<file path="config.mk">
export PLATFORM = sky130hd
export DESIGN_NAME = base32_stream_encoder_unit
export DESIGN_NICKNAME = d
export VERILOG_FILES = /design/src/hw/rtl/b32e_pkg.sv /design/src/hw/rtl/b32e_front.sv /design/src/hw/rtl/b32e_queue.sv /design/src/hw/rtl/b32e_back.sv /design/src/hw/rtl/base32_stream_encoder_unit.sv
export SDC_FILE = /design/constraint.sdc
export NUM_CORES = 1
export LEC_CHECK = 0
export BUFFER_PORTS_ARGS = -buffer_cell sky130_fd_sc_hd__buf_2
export CAP_MARGIN = 0
export CORE_AREA = 2 2 85 87
export DETAILED_ROUTE_END_ITERATION = 10
export DIE_AREA = 0 0 87 89
export PLACE_DENSITY = 0.67
export RECOVER_POWER = 25
export SLEW_MARGIN = 20
export SYNTH_ARGS = -nofsm -noshare
export SYNTH_HDL_FRONTEND = slang
export SYNTH_SLANG_ARGS = --single-unit
export TNS_END_PERCENT = 1
</file>
<file path="constraint.sdc">
create_clock -name clk -period 3.81 [get_ports clk]
set_input_delay 0 -clock clk [delete_from_list [all_inputs] [get_ports clk]]
set_output_delay 0 -clock clk [all_outputs]
set_load 0.005 [all_outputs]
</file>
<file path="src/hw/rtl/b32e_pkg.sv">
`default_nettype none
// ----------------------------------------------------------------------------
// Base32 encoder package
// Shared types, constants and the symbol alphabet lookup.
// ----------------------------------------------------------------------------
package b32e_pkg;

    localparam int QUEUE_DEPTH_DEFAULT = 2;

    localparam int SYM_W   = 5;
    localparam int CHAR_W  = 7;
    localparam int BYTE_W  = 8;

    // byte position within a five-byte group
    localparam logic [2:0] POS_0 = 3'd0;
    localparam logic [2:0] POS_1 = 3'd1;
    localparam logic [2:0] POS_2 = 3'd2;
    localparam logic [2:0] POS_3 = 3'd3;
    localparam logic [2:0] POS_4 = 3'd4;

    localparam logic [CHAR_W-1:0] PAD_CHAR = 7'd61;   // '='

    // one command per byte: up to three symbols, then pads
    typedef struct packed {
        logic [2:0][SYM_W-1:0] sym;
        logic [1:0]            sym_cnt;   // 1..3
        logic [2:0]            last_idx;  // total characters - 1
        logic                  fin;
    } cmd_t;

    localparam int CMD_W = $bits(cmd_t);

    // A-Z then 2-7
    function automatic logic [CHAR_W-1:0] sym_to_char(input logic [SYM_W-1:0] v);
        logic [CHAR_W-1:0] c;
        if (v < 5'd26)
            c = 7'd65 + {2'b00, v};
        else
            c = 7'd24 + {2'b00, v};   // '2' - 26
        return c;
    endfunction

endpackage
`default_nettype wire

</file>
<file path="src/hw/rtl/b32e_front.sv">
`default_nettype none
// ----------------------------------------------------------------------------
// Base32 encoder front end
// Tracks group position and leftover bits; turns each byte into a command.
// ----------------------------------------------------------------------------
module b32e_front
(
    input  wire logic                         clk,
    input  wire logic                         rst_n,
    input  wire logic                         in_valid,
    input  wire logic [b32e_pkg::BYTE_W-1:0]  data_byte,
    input  wire logic                         final_byte,
    input  wire logic                         take,
    output b32e_pkg::cmd_t                    cmd
);

    logic [2:0] pos_reg, pos_next;
    logic [3:0] lo_reg, lo_next;

    logic [2:0]                       p;
    logic [3:0]                       lo_new;
    logic [b32e_pkg::SYM_W-1:0]       tail;
    logic                             has_tail;
    logic [2:0]                       pads;
    logic [1:0]                       cnt;
    logic [3:0]                       total;

    always_comb
    begin
        p = (pos_reg > b32e_pkg::POS_4) ? b32e_pkg::POS_0 : pos_reg;
        cmd.sym  = '0;
        has_tail = 1'b1;
        case (p)
            b32e_pkg::POS_0:
            begin
                cmd.sym[0] = data_byte[7:3];
                lo_new     = {1'b0, data_byte[2:0]};
                tail       = {data_byte[2:0], 2'b00};
                pads       = 3'd6;
                cnt        = 2'd1;
            end
            b32e_pkg::POS_1:
            begin
                cmd.sym[0] = {lo_reg[2:0], data_byte[7:6]};
                cmd.sym[1] = data_byte[5:1];
                lo_new     = {3'b000, data_byte[0]};
                tail       = {data_byte[0], 4'b0000};
                pads       = 3'd4;
                cnt        = 2'd2;
            end
            b32e_pkg::POS_2:
            begin
                cmd.sym[0] = {lo_reg[0], data_byte[7:4]};
                lo_new     = data_byte[3:0];
                tail       = {data_byte[3:0], 1'b0};
                pads       = 3'd3;
                cnt        = 2'd1;
            end
            b32e_pkg::POS_3:
            begin
                cmd.sym[0] = {lo_reg[3:0], data_byte[7]};
                cmd.sym[1] = data_byte[6:2];
                lo_new     = {2'b00, data_byte[1:0]};
                tail       = {data_byte[1:0], 3'b000};
                pads       = 3'd1;
                cnt        = 2'd2;
            end
            default:
            begin
                cmd.sym[0] = {lo_reg[1:0], data_byte[7:5]};
                cmd.sym[1] = data_byte[4:0];
                lo_new     = 4'd0;
                tail       = '0;
                has_tail   = 1'b0;
                pads       = 3'd0;
                cnt        = 2'd2;
            end
        endcase

        if (final_byte && has_tail)
        begin
            if (cnt == 2'd1)
                cmd.sym[1] = tail;
            else
                cmd.sym[2] = tail;
            cnt = cnt + 2'd1;
        end
        if (!final_byte)
            pads = 3'd0;

        total        = {2'b00, cnt} + {1'b0, pads};
        cmd.sym_cnt  = cnt;
        cmd.last_idx = 3'(total - 4'd1);
        cmd.fin      = final_byte;

        pos_next = pos_reg;
        lo_next  = lo_reg;
        if (in_valid && take)
        begin
            if (final_byte || p == b32e_pkg::POS_4)
            begin
                pos_next = b32e_pkg::POS_0;
                lo_next  = 4'd0;
            end
            else
            begin
                pos_next = p + 3'd1;
                lo_next  = lo_new;
            end
        end
    end

    always_ff @(posedge clk or negedge rst_n)
    begin
        if (!rst_n)
        begin
            pos_reg <= b32e_pkg::POS_0;
            lo_reg  <= 4'd0;
        end
        else
        begin
            pos_reg <= pos_next;
            lo_reg  <= lo_next;
        end
    end

endmodule
`default_nettype wire

</file>
<file path="src/hw/rtl/b32e_queue.sv">
`default_nettype none
// ----------------------------------------------------------------------------
// Base32 encoder command queue
// Small FIFO of commands between the front end and the character emitter.
// ----------------------------------------------------------------------------
module b32e_queue
#(
    parameter int DEPTH = b32e_pkg::QUEUE_DEPTH_DEFAULT
)
(
    input  wire logic           clk,
    input  wire logic           rst_n,
    input  wire logic           push,
    input  b32e_pkg::cmd_t      push_cmd,
    output logic                full,
    input  wire logic           pop,
    output logic                empty,
    output b32e_pkg::cmd_t      head
);

    localparam int AW = (DEPTH > 1) ? $clog2(DEPTH) : 1;
    localparam int CW = $clog2(DEPTH + 1);
    localparam logic [AW-1:0] LAST_ADDR = AW'(DEPTH - 1);

    b32e_pkg::cmd_t entries [DEPTH];

    logic [AW-1:0] wr_ptr_reg, wr_ptr_next;
    logic [AW-1:0] rd_ptr_reg, rd_ptr_next;
    logic [CW-1:0] count_reg, count_next;

    logic do_push, do_pop;

    assign full    = (count_reg == CW'(DEPTH));
    assign empty   = (count_reg == '0);
    assign head    = entries[rd_ptr_reg];
    assign do_push = push && !full;
    assign do_pop  = pop && !empty;

    always_comb
    begin
        wr_ptr_next = wr_ptr_reg;
        rd_ptr_next = rd_ptr_reg;
        count_next  = count_reg;
        if (do_push)
            wr_ptr_next = (wr_ptr_reg == LAST_ADDR) ? '0 : wr_ptr_reg + AW'(1);
        if (do_pop)
            rd_ptr_next = (rd_ptr_reg == LAST_ADDR) ? '0 : rd_ptr_reg + AW'(1);
        if (do_push && !do_pop)
            count_next = count_reg + CW'(1);
        else if (do_pop && !do_push)
            count_next = count_reg - CW'(1);
    end

    always_ff @(posedge clk)
    begin
        if (do_push)
            entries[wr_ptr_reg] <= push_cmd;
    end

    always_ff @(posedge clk or negedge rst_n)
    begin
        if (!rst_n)
        begin
            wr_ptr_reg <= '0;
            rd_ptr_reg <= '0;
            count_reg  <= '0;
        end
        else
        begin
            wr_ptr_reg <= wr_ptr_next;
            rd_ptr_reg <= rd_ptr_next;
            count_reg  <= count_next;
        end
    end

endmodule
`default_nettype wire

</file>
<file path="src/hw/rtl/b32e_back.sv">
`default_nettype none
// ----------------------------------------------------------------------------
// Base32 encoder back end
// Walks each command into a registered output, one character per ready cycle.
// ----------------------------------------------------------------------------
module b32e_back
(
    input  wire logic                          clk,
    input  wire logic                          rst_n,
    input  wire logic                          cmd_valid,
    input  b32e_pkg::cmd_t                     cmd,
    output logic                               cmd_pop,
    output logic                               out_valid,
    input  wire logic                          out_ready,
    output logic [b32e_pkg::CHAR_W-1:0]        out_char,
    output logic                               is_last
);

    logic [2:0]                   idx_reg, idx_next;
    logic                         valid_reg, valid_next;
    logic [b32e_pkg::CHAR_W-1:0]  char_reg, char_next;
    logic                         last_reg, last_next;
    logic                         load, at_end;

    assign load      = !valid_reg || out_ready;
    assign at_end    = (idx_reg == cmd.last_idx);
    assign cmd_pop   = load && cmd_valid && at_end;
    assign out_valid = valid_reg;
    assign out_char  = char_reg;
    assign is_last   = last_reg;

    always_comb
    begin
        idx_next   = idx_reg;
        valid_next = valid_reg;
        char_next  = char_reg;
        last_next  = last_reg;
        if (load)
        begin
            valid_next = cmd_valid;
            if (cmd_valid)
            begin
                if (idx_reg < {1'b0, cmd.sym_cnt})
                    char_next = b32e_pkg::sym_to_char(cmd.sym[idx_reg[1:0]]);
                else
                    char_next = b32e_pkg::PAD_CHAR;
                last_next = cmd.fin && at_end;
                idx_next  = at_end ? 3'd0 : idx_reg + 3'd1;
            end
        end
    end

    always_ff @(posedge clk or negedge rst_n)
    begin
        if (!rst_n)
        begin
            idx_reg   <= 3'd0;
            valid_reg <= 1'b0;
        end
        else
        begin
            idx_reg   <= idx_next;
            valid_reg <= valid_next;
        end
    end

    always_ff @(posedge clk)
    begin
        char_reg <= char_next;
        last_reg <= last_next;
    end

endmodule
`default_nettype wire

</file>
<file path="src/hw/rtl/base32_stream_encoder_unit.sv">
`default_nettype none
// ----------------------------------------------------------------------------
// Base32 stream encoder
// Bytes in, standard base32 characters out, padded and marked on the last byte.
// ----------------------------------------------------------------------------
// A byte's command is registered in the queue, then each character in the
// output register. Throughput: one character per cycle while m_axis_tready is
//   high; 1 or 2 characters per byte (up to 8 on a final one), about 1.6 average.
// Bytes are accepted every cycle while the command queue has room.
// Reset (rst_n low, async): group position, leftover bits and queue clear.
module base32_stream_encoder_unit
#(
    parameter int QUEUE_DEPTH = b32e_pkg::QUEUE_DEPTH_DEFAULT
)
(
    input  wire logic        clk,
    input  wire logic        rst_n,
    input  wire logic        s_axis_tvalid,
    output logic             s_axis_tready,
    input  wire logic [7:0]  s_axis_tdata,   // [7:0] data_byte
    input  wire logic        s_axis_tlast,   // final_byte
    output logic             m_axis_tvalid,
    input  wire logic        m_axis_tready,
    output logic [7:0]       m_axis_tdata,   // [6:0] out_char, [7] zero
    output logic             m_axis_tlast    // is_last
);

    b32e_pkg::cmd_t                front_cmd, head_cmd;
    logic                          q_full, q_empty, q_pop;
    logic [b32e_pkg::CHAR_W-1:0]   out_char;

    assign s_axis_tready = !q_full;

    b32e_front u_front
    (
        .clk        (clk),
        .rst_n      (rst_n),
        .in_valid   (s_axis_tvalid),
        .data_byte  (s_axis_tdata),
        .final_byte (s_axis_tlast),
        .take       (!q_full),
        .cmd        (front_cmd)
    );

    b32e_queue #(.DEPTH(QUEUE_DEPTH)) u_queue
    (
        .clk      (clk),
        .rst_n    (rst_n),
        .push     (s_axis_tvalid),
        .push_cmd (front_cmd),
        .full     (q_full),
        .pop      (q_pop),
        .empty    (q_empty),
        .head     (head_cmd)
    );

    b32e_back u_back
    (
        .clk       (clk),
        .rst_n     (rst_n),
        .cmd_valid (!q_empty),
        .cmd       (head_cmd),
        .cmd_pop   (q_pop),
        .out_valid (m_axis_tvalid),
        .out_ready (m_axis_tready),
        .out_char  (out_char),
        .is_last   (m_axis_tlast)
    );

    assign m_axis_tdata = {1'b0, out_char};

endmodule
`default_nettype wire
</file>
# --- Word level (Yosys, flattened, before mapping) ---
# Memory sizes are Yosys's and may differ from the RTL's.
# Cells that the tools add are included.
word_totals:
  output_inout_bits: 11
  regBits: 23
  memories: 1
  input_bits: 13
  wordCells: 79
  mem_bits_rw: 42
classes:
  eq_ne: 7
  bitwise: 1
  magnitude_cmp: 4
  mux: 25
  add_sub_neg: 11
  n_reduce_logical: 21
mem_list:
  columns: ["memory", "words", "width", "rd", "rd_ports_with_merged_regs", "wr", "line", "text"]
  rows:
  - ["u_queue.entries", 2, 21, 1, 0, 1, "b32e_queue.sv:25", "b32e_pkg::cmd_t entries [DEPTH];"]
op_table:
  columns: ["operator", "n"]
  rows:
  - ["one-hot mux 5 bit (4 select lines)", 2]
  - ["one-hot mux 4 bit (4 select lines)", 1]
  - ["2-to-1 mux 5 bit", 3]
  - ["one-hot mux 5 bit (3 select lines)", 1]
  - ["2-to-1 mux 3 bit", 4]
  - ["one-hot mux 3 bit (4 select lines)", 1]
  - ["binary-select mux 5 bit (select 2 bit)", 1]
  - ["2-to-1 mux 10 bit", 1]
  - ["logical AND 1 bit", 8]
  - ["2-to-1 mux 2 bit", 4]
  - ["adder 7 x 5 -> 7 bit, first input constant", 1]
  - ["2-to-1 mux 7 bit", 1]
  - ["adder 3 x 1 -> 3 bit, second input constant", 2]
  - ["adder 5 x 5 -> 6 bit, first input constant", 1]
  - ["equality test 3 x 2 -> 1 bit, second input constant", 2]
  - ["zero test 1 bit", 5]
  - ["< comparator 5 bit, second input constant", 1]
  - ["2-to-1 mux 1 bit", 5]
  - ["adder 2 x 1 -> 2 bit, second input constant", 2]
  - ["2-to-1 mux 4 bit", 1]
  - ["OR reduction 4 bit", 1]
  - ["adder 2 x 3 -> 3 bit", 1]
  - ["equality test 3 x 1 -> 1 bit, second input constant", 1]
  - ["equality test 3 bit", 1]
  - ["16 further kinds", 18]

# --- Depth between registers and ports, before layout ---
logic_depth:
  depth_word: 9
  depth_mapped: 10
  mapped_depth_nobuf: 9

# --- By module ---
# From an unflattened synthesis, not the netlist that was laid out.
unflattened:
  cells_unflattened: 295
  area_unflattened_um2: 3629.7
modules_own_cells:
  columns: ["module", "n_inst", "area_each_um2", "cells_per_inst", "seq_area_each_um2"]
  rows:
  - ["b32e_queue", 1, 1790.5, 84, 1361.3]
  - ["b32e_front", 1, 968.4, 130, 175.2]
  - ["b32e_back", 1, 852.1, 77, 340.3]
  - ["base32_stream_encoder_unit", 1, 18.8, 4, 0.0]

# --- Worst setup path after synthesis ---
# OpenSTA, ideal clock, no wires.
synth_path:
  path_kind: "reg-to-reg"
  start: "register u_queue.rd_ptr_reg"
  end: "register u_back.char_reg, in the netlist u_back.out_char[4] (data pin)"
  t_arrival_ps: 2122
  setup_slack_ps: 1435
  t_required_ps: 3556
  n_path_buf: 3
  path_stages_with_launch: 11
  setup_time_ps: 254
  synth_period_minus_slack_ps: 2375
  path_cell_list: "dfrtp_1 buf_6 buf_12 mux4_2 a22oi_4 inv_1 ha_1 a21bo_2 buf_4 o21ai_0 a21o_1"
synth_via:
  elab_chain_len: 5
  elab_cells_between_ends: 8
  cone_classes: "2 x add/sub; 2 x order compare; 3 x mux; 1 x memory"
synth_lines:
  columns: ["item", "line", "text"]
  rows:
  - ["start, declared", "b32e_queue.sv:28", "logic [AW-1:0] rd_ptr_reg, rd_ptr_next;"]
  - ["start signal, assigned", "b32e_queue.sv:71", "rd_ptr_reg <= rd_ptr_next;"]
  - ["memory (2 x 21 bit) (*)", null, null]
  - ["binary-select mux 5 bit (select 2 bit)", "b32e_back.sv:44", "char_next = b32e_pkg::sym_to_char(cmd.sym[idx_reg[1:0]]);"]
  - ["2-to-1 mux 5 bit (implied by the code)", "b32e_back.sv:44", null]
  - ["adder 7 x 5 -> 7 bit (tied with other cells)", "b32e_pkg.sv:37", "c = 7'd65 + {2'b00, v};"]
  - ["2-to-1 mux 7 bit", "b32e_pkg.sv:36", "if (v < 5'd26)"]
  - ["end signal, assigned", "b32e_back.sv:69", "char_reg <= char_next;"]
  - ["end, declared", "b32e_back.sv:21", "logic [b32e_pkg::CHAR_W-1:0] char_reg, char_next;"]
# Mark *: on every way between the ends. The rest lies on a longest branch, timed or not. The select of a mux whose other input is x is not followed.
# A chain may end at the register's enable or synchronous reset.

# --- Final worst setup path ---
# Ends and elaborated chain as after synthesis.

==> results.ini <==
[drt]
first_iter_violations=117
detail_route.wl_per_cell_um=15.7
vias_per_cell=5.72
route.antenna.remaining_nets=0
first_pass_iters=5
detailroute.via_count=2116
drt_wl_total_mm=5.81
drc=0

[floorplanning]
die_height_um=89
pin_count=24
start_util=0.486
row_count=30
core-area_um2=6720
dieWidth_um=87
design.die.area_um2=7740

[critical_path]
setup_slack_of_the_most_critical_reg_to_reg_path_ns=1.21
cp.depth=7
timing.critical_path.buf_inv=1
critical_path.top_delay_family=compound AO/OA/AOI/OAI gates
slowest_cell_on_crit_path=sky130_fd_sc_hd__mux4_1
worst_r2r_path_depth=7
r2r_start=u_queue.rd_ptr_reg
critPathLaunch=u_queue.rd_ptr_reg
reg_to_reg_end=u_back.out_char[4]
worstSetupEndpoint=u_back.out_char[4]
cp.required_ns=3.91
cp-end-kind=register
critPathLaunchType=register
cp_slowest_stage_delay_ns=0.64
worstPathArrival_ns=2.70
timing_worst_setup_path_type=reg -> reg
critical_path.cell_chain=mux4_1 -> a22oi_1 -> inv_1 -> ha_1 -> a21bo_2 -> o21ai_0 -> a21o_1
worstPathMaxFanout=9

[timing]
rsz0062_at_grt=no
timing.slew.headroom=0.385
setup_viol=0
layout_min_cycle_time_ns=2.60
tightestPinTransition_ns=0.922
maxClockFrequency_mhz=385
drv_slew=0
tns_ns=0
timing_hold_violations_final=0
skew_ns=0.0103
final.hold.worst_slack_ns=0.0307
period_share=0.681

[clock_network]
insertion_delay_ns=0.34
tritoncts_num_sinks=63
cts_resized=0
ctsRootBufferMaster=sky130_fd_sc_hd__clkbuf_8
clk_path_buf_depth=2
clk_transition_reported_paths_ns=0.07
cts.repair_timing.setup_buffer_count=0
tritoncts.num_buffers=9
tritoncts=done
ctsHtreeMaxLevel=3

[final_layout]
diodes=0
number_of_nets_in_the_layout=313
share_of_cells_above_drive_strength_1=0.155
fin_util=0.543
fillCellCount=558
sequential_cell_area_um2=1820
areaGrowthSynthToFinish_pct=11.8
multi_input_comb_area_um2=1300
largest_register_ffs=40
post_layout_nonfiller_instances=370

[synth]
synth.top_cell.area_share=0.442
synth.top_cells.by_count=sky130_fd_sc_hd__edfxtp_1, sky130_fd_sc_hd__nor2_1, sky130_fd_sc_hd__a22oi_1, sky130_fd_sc_hd__dfrtp_1, sky130_fd_sc_hd__ha_1
synth_fp_nets=286
synth_flop_cell=sky130_fd_sc_hd__edfxtp_1
postSynthRegisterBits=63
synth-warning-count=0
post_synth.cell_area_avg_um2=12.7
ys_top_cells_by_area=sky130_fd_sc_hd__edfxtp_1, sky130_fd_sc_hd__dfrtp_1, sky130_fd_sc_hd__ha_1, sky130_fd_sc_hd__a22oi_1, sky130_fd_sc_hd__mux4_1
syn_inst=258
synth.yosys.seq_area_share=0.557
synth.distinct_cells=48
yosysTopAreaCell=sky130_fd_sc_hd__edfxtp_1
synthMostInstantiatedCell=sky130_fd_sc_hd__edfxtp_1
synth_area_um2=3260
synth_async_sr_flop_share=0.238
synth-edff-count=48

[global_routing]
first_pass_grt_wire_length_mm=10.0
first_global_vias=2080
grt_max_degree=21
global_route.usage.total=0.172
grt_antenna_before_repair=0
overflow=0

[power_and_ir_drop]
leakagePower_uw=0.00146
power.density_nw_per_um2=911
fin_total_pwr_uw=3330
irDropWorstVdd_v=0.000428

[placed_design]
portBuffers=22
routabilityCongestion=0.840
detailedPlacementHpwl_mm=4.03
dpl.cell_count=349

[job]
drv.max_cap_violation_count=0

[outcome]
status=completed

[worst_hold_path]
path_type_of_the_worst_min_delay_path=in -> reg

[worst min path at each step]
stage / startpoint / endpoint / slack, ns / cells past startpoint
after floorplan: rst_n / u_back.idx_reg[0] / -0.30 / 0
after global placement: rst_n / u_front.pos_reg[0] / -0.07 / 1
after detailed placement: rst_n / u_front.pos_reg[0] / -0.06 / 1
after CTS: s_axis_tdata[3] / u_front.lo_reg[3] / 0.01 / 2
after global routing: s_axis_tdata[3] / u_front.lo_reg[3] / 0.02 / 2
final: s_axis_tdata[3] / u_front.lo_reg[3] / 0.03 / 2
[stage by stage]
stage	cell area, µm²	setup slack [ns]
6_report	3650	1.21
5_1_grt	3650	0.980
4_1_cts	3660	1.18
3_5_place_dp	3400	1.21
3_3_place_gp	3400	1.26
2_1_floorplan	3260	1.43
[cell families (layout without fill, tap and decap cells)]
logic type | Yosys count | count (layout) | synth area share
buffers and inverters | 28 | 60 | 0.0452
adders and majority gates | 15 | 15 | 0.0575
and+or+nand+nor | 56 | 56 | 0.0859
AOI/OAI and AO/OA | 68 | 68 | 0.150
other | 1 | 1 | 0.00115
muxes | 15 | 15 | 0.0713
xor gates and xnor gates | 12 | 12 | 0.0322
DFF | 63 | 63 | 0.557
[routing by layer]
layer | up-vias | routed length [µm] | GRT usage
met5 | - | 0 | 0
met4 | 0 | 119 | 0.0739
met3 | 12 | 327 | 0.0563
met2 | 65 | 2740 | 0.276
met1 | 1008 | 2620 | 0.215
li1 | 1031 | - | -
[layout by cell type (no fill, tap or decap), types with 2 or more instances in the layout]
cell	synthesis	routed
sky130_fd_sc_hd__o211ai_1	3	3
sky130_fd_sc_hd__buf_4	3	3
sky130_fd_sc_hd__nand2b_1	4	4
sky130_fd_sc_hd__nand3_1	4	4
sky130_fd_sc_hd__ha_1	15	15
sky130_fd_sc_hd__nand2_1	13	13
sky130_fd_sc_hd__buf_2	0	15
sky130_fd_sc_hd__nor3_1	3	3
sky130_fd_sc_hd__mux2_2	4	4
sky130_fd_sc_hd__dfrtp_1	15	15
sky130_fd_sc_hd__mux2i_1	6	6
sky130_fd_sc_hd__xor2_1	3	3
sky130_fd_sc_hd__xnor2_1	9	9
sky130_fd_sc_hd__mux4_1	4	4
sky130_fd_sc_hd__and3_1	3	3
sky130_fd_sc_hd__edfxtp_1	48	48
sky130_fd_sc_hd__inv_1	13	13
sky130_fd_sc_hd__dlygate4sd3_1	0	5
sky130_fd_sc_hd__a22o_1	4	4
sky130_fd_sc_hd__and2_1	2	2
sky130_fd_sc_hd__o21ai_1	2	2
sky130_fd_sc_hd__a21oi_1	9	9
sky130_fd_sc_hd__a31oi_1	7	7
sky130_fd_sc_hd__nor2b_1	3	3
sky130_fd_sc_hd__a32o_1	3	3
sky130_fd_sc_hd__a21o_1	4	4
sky130_fd_sc_hd__clkbuf_1	8	7
sky130_fd_sc_hd__clkinvlp_4	0	4
sky130_fd_sc_hd__o21ai_0	10	10
sky130_fd_sc_hd__a221o_1	3	3
sky130_fd_sc_hd__nor2_1	18	18
sky130_fd_sc_hd__clkbuf_8	0	10
sky130_fd_sc_hd__a22oi_1	15	15
[where the power goes]
group | internal [µW] | switching [µW]
clock network | 321 | 265
logic | 636 | 800
registers | 1160 | 145
[repair_timing]
item / in CTS / in global routing
endpoints found under the setup margin: 0 / 0
hold buffers: 5 / 0
hold endpoints to repair: 20 / 0
[final cells by class]
type / instances / area share
Sequential cell: 63 / 0.498
Inverter: 14 / 0.0144
Clock buffer: 10 / 0.0377
Multi-Input combinational cell: 167 / 0.356
Tap cell: 80 / 0.0274
Timing Repair Buffer: 30 / 0.0477
Clock inverter: 6 / 0.0189
(Power assumes the default switching activity.)
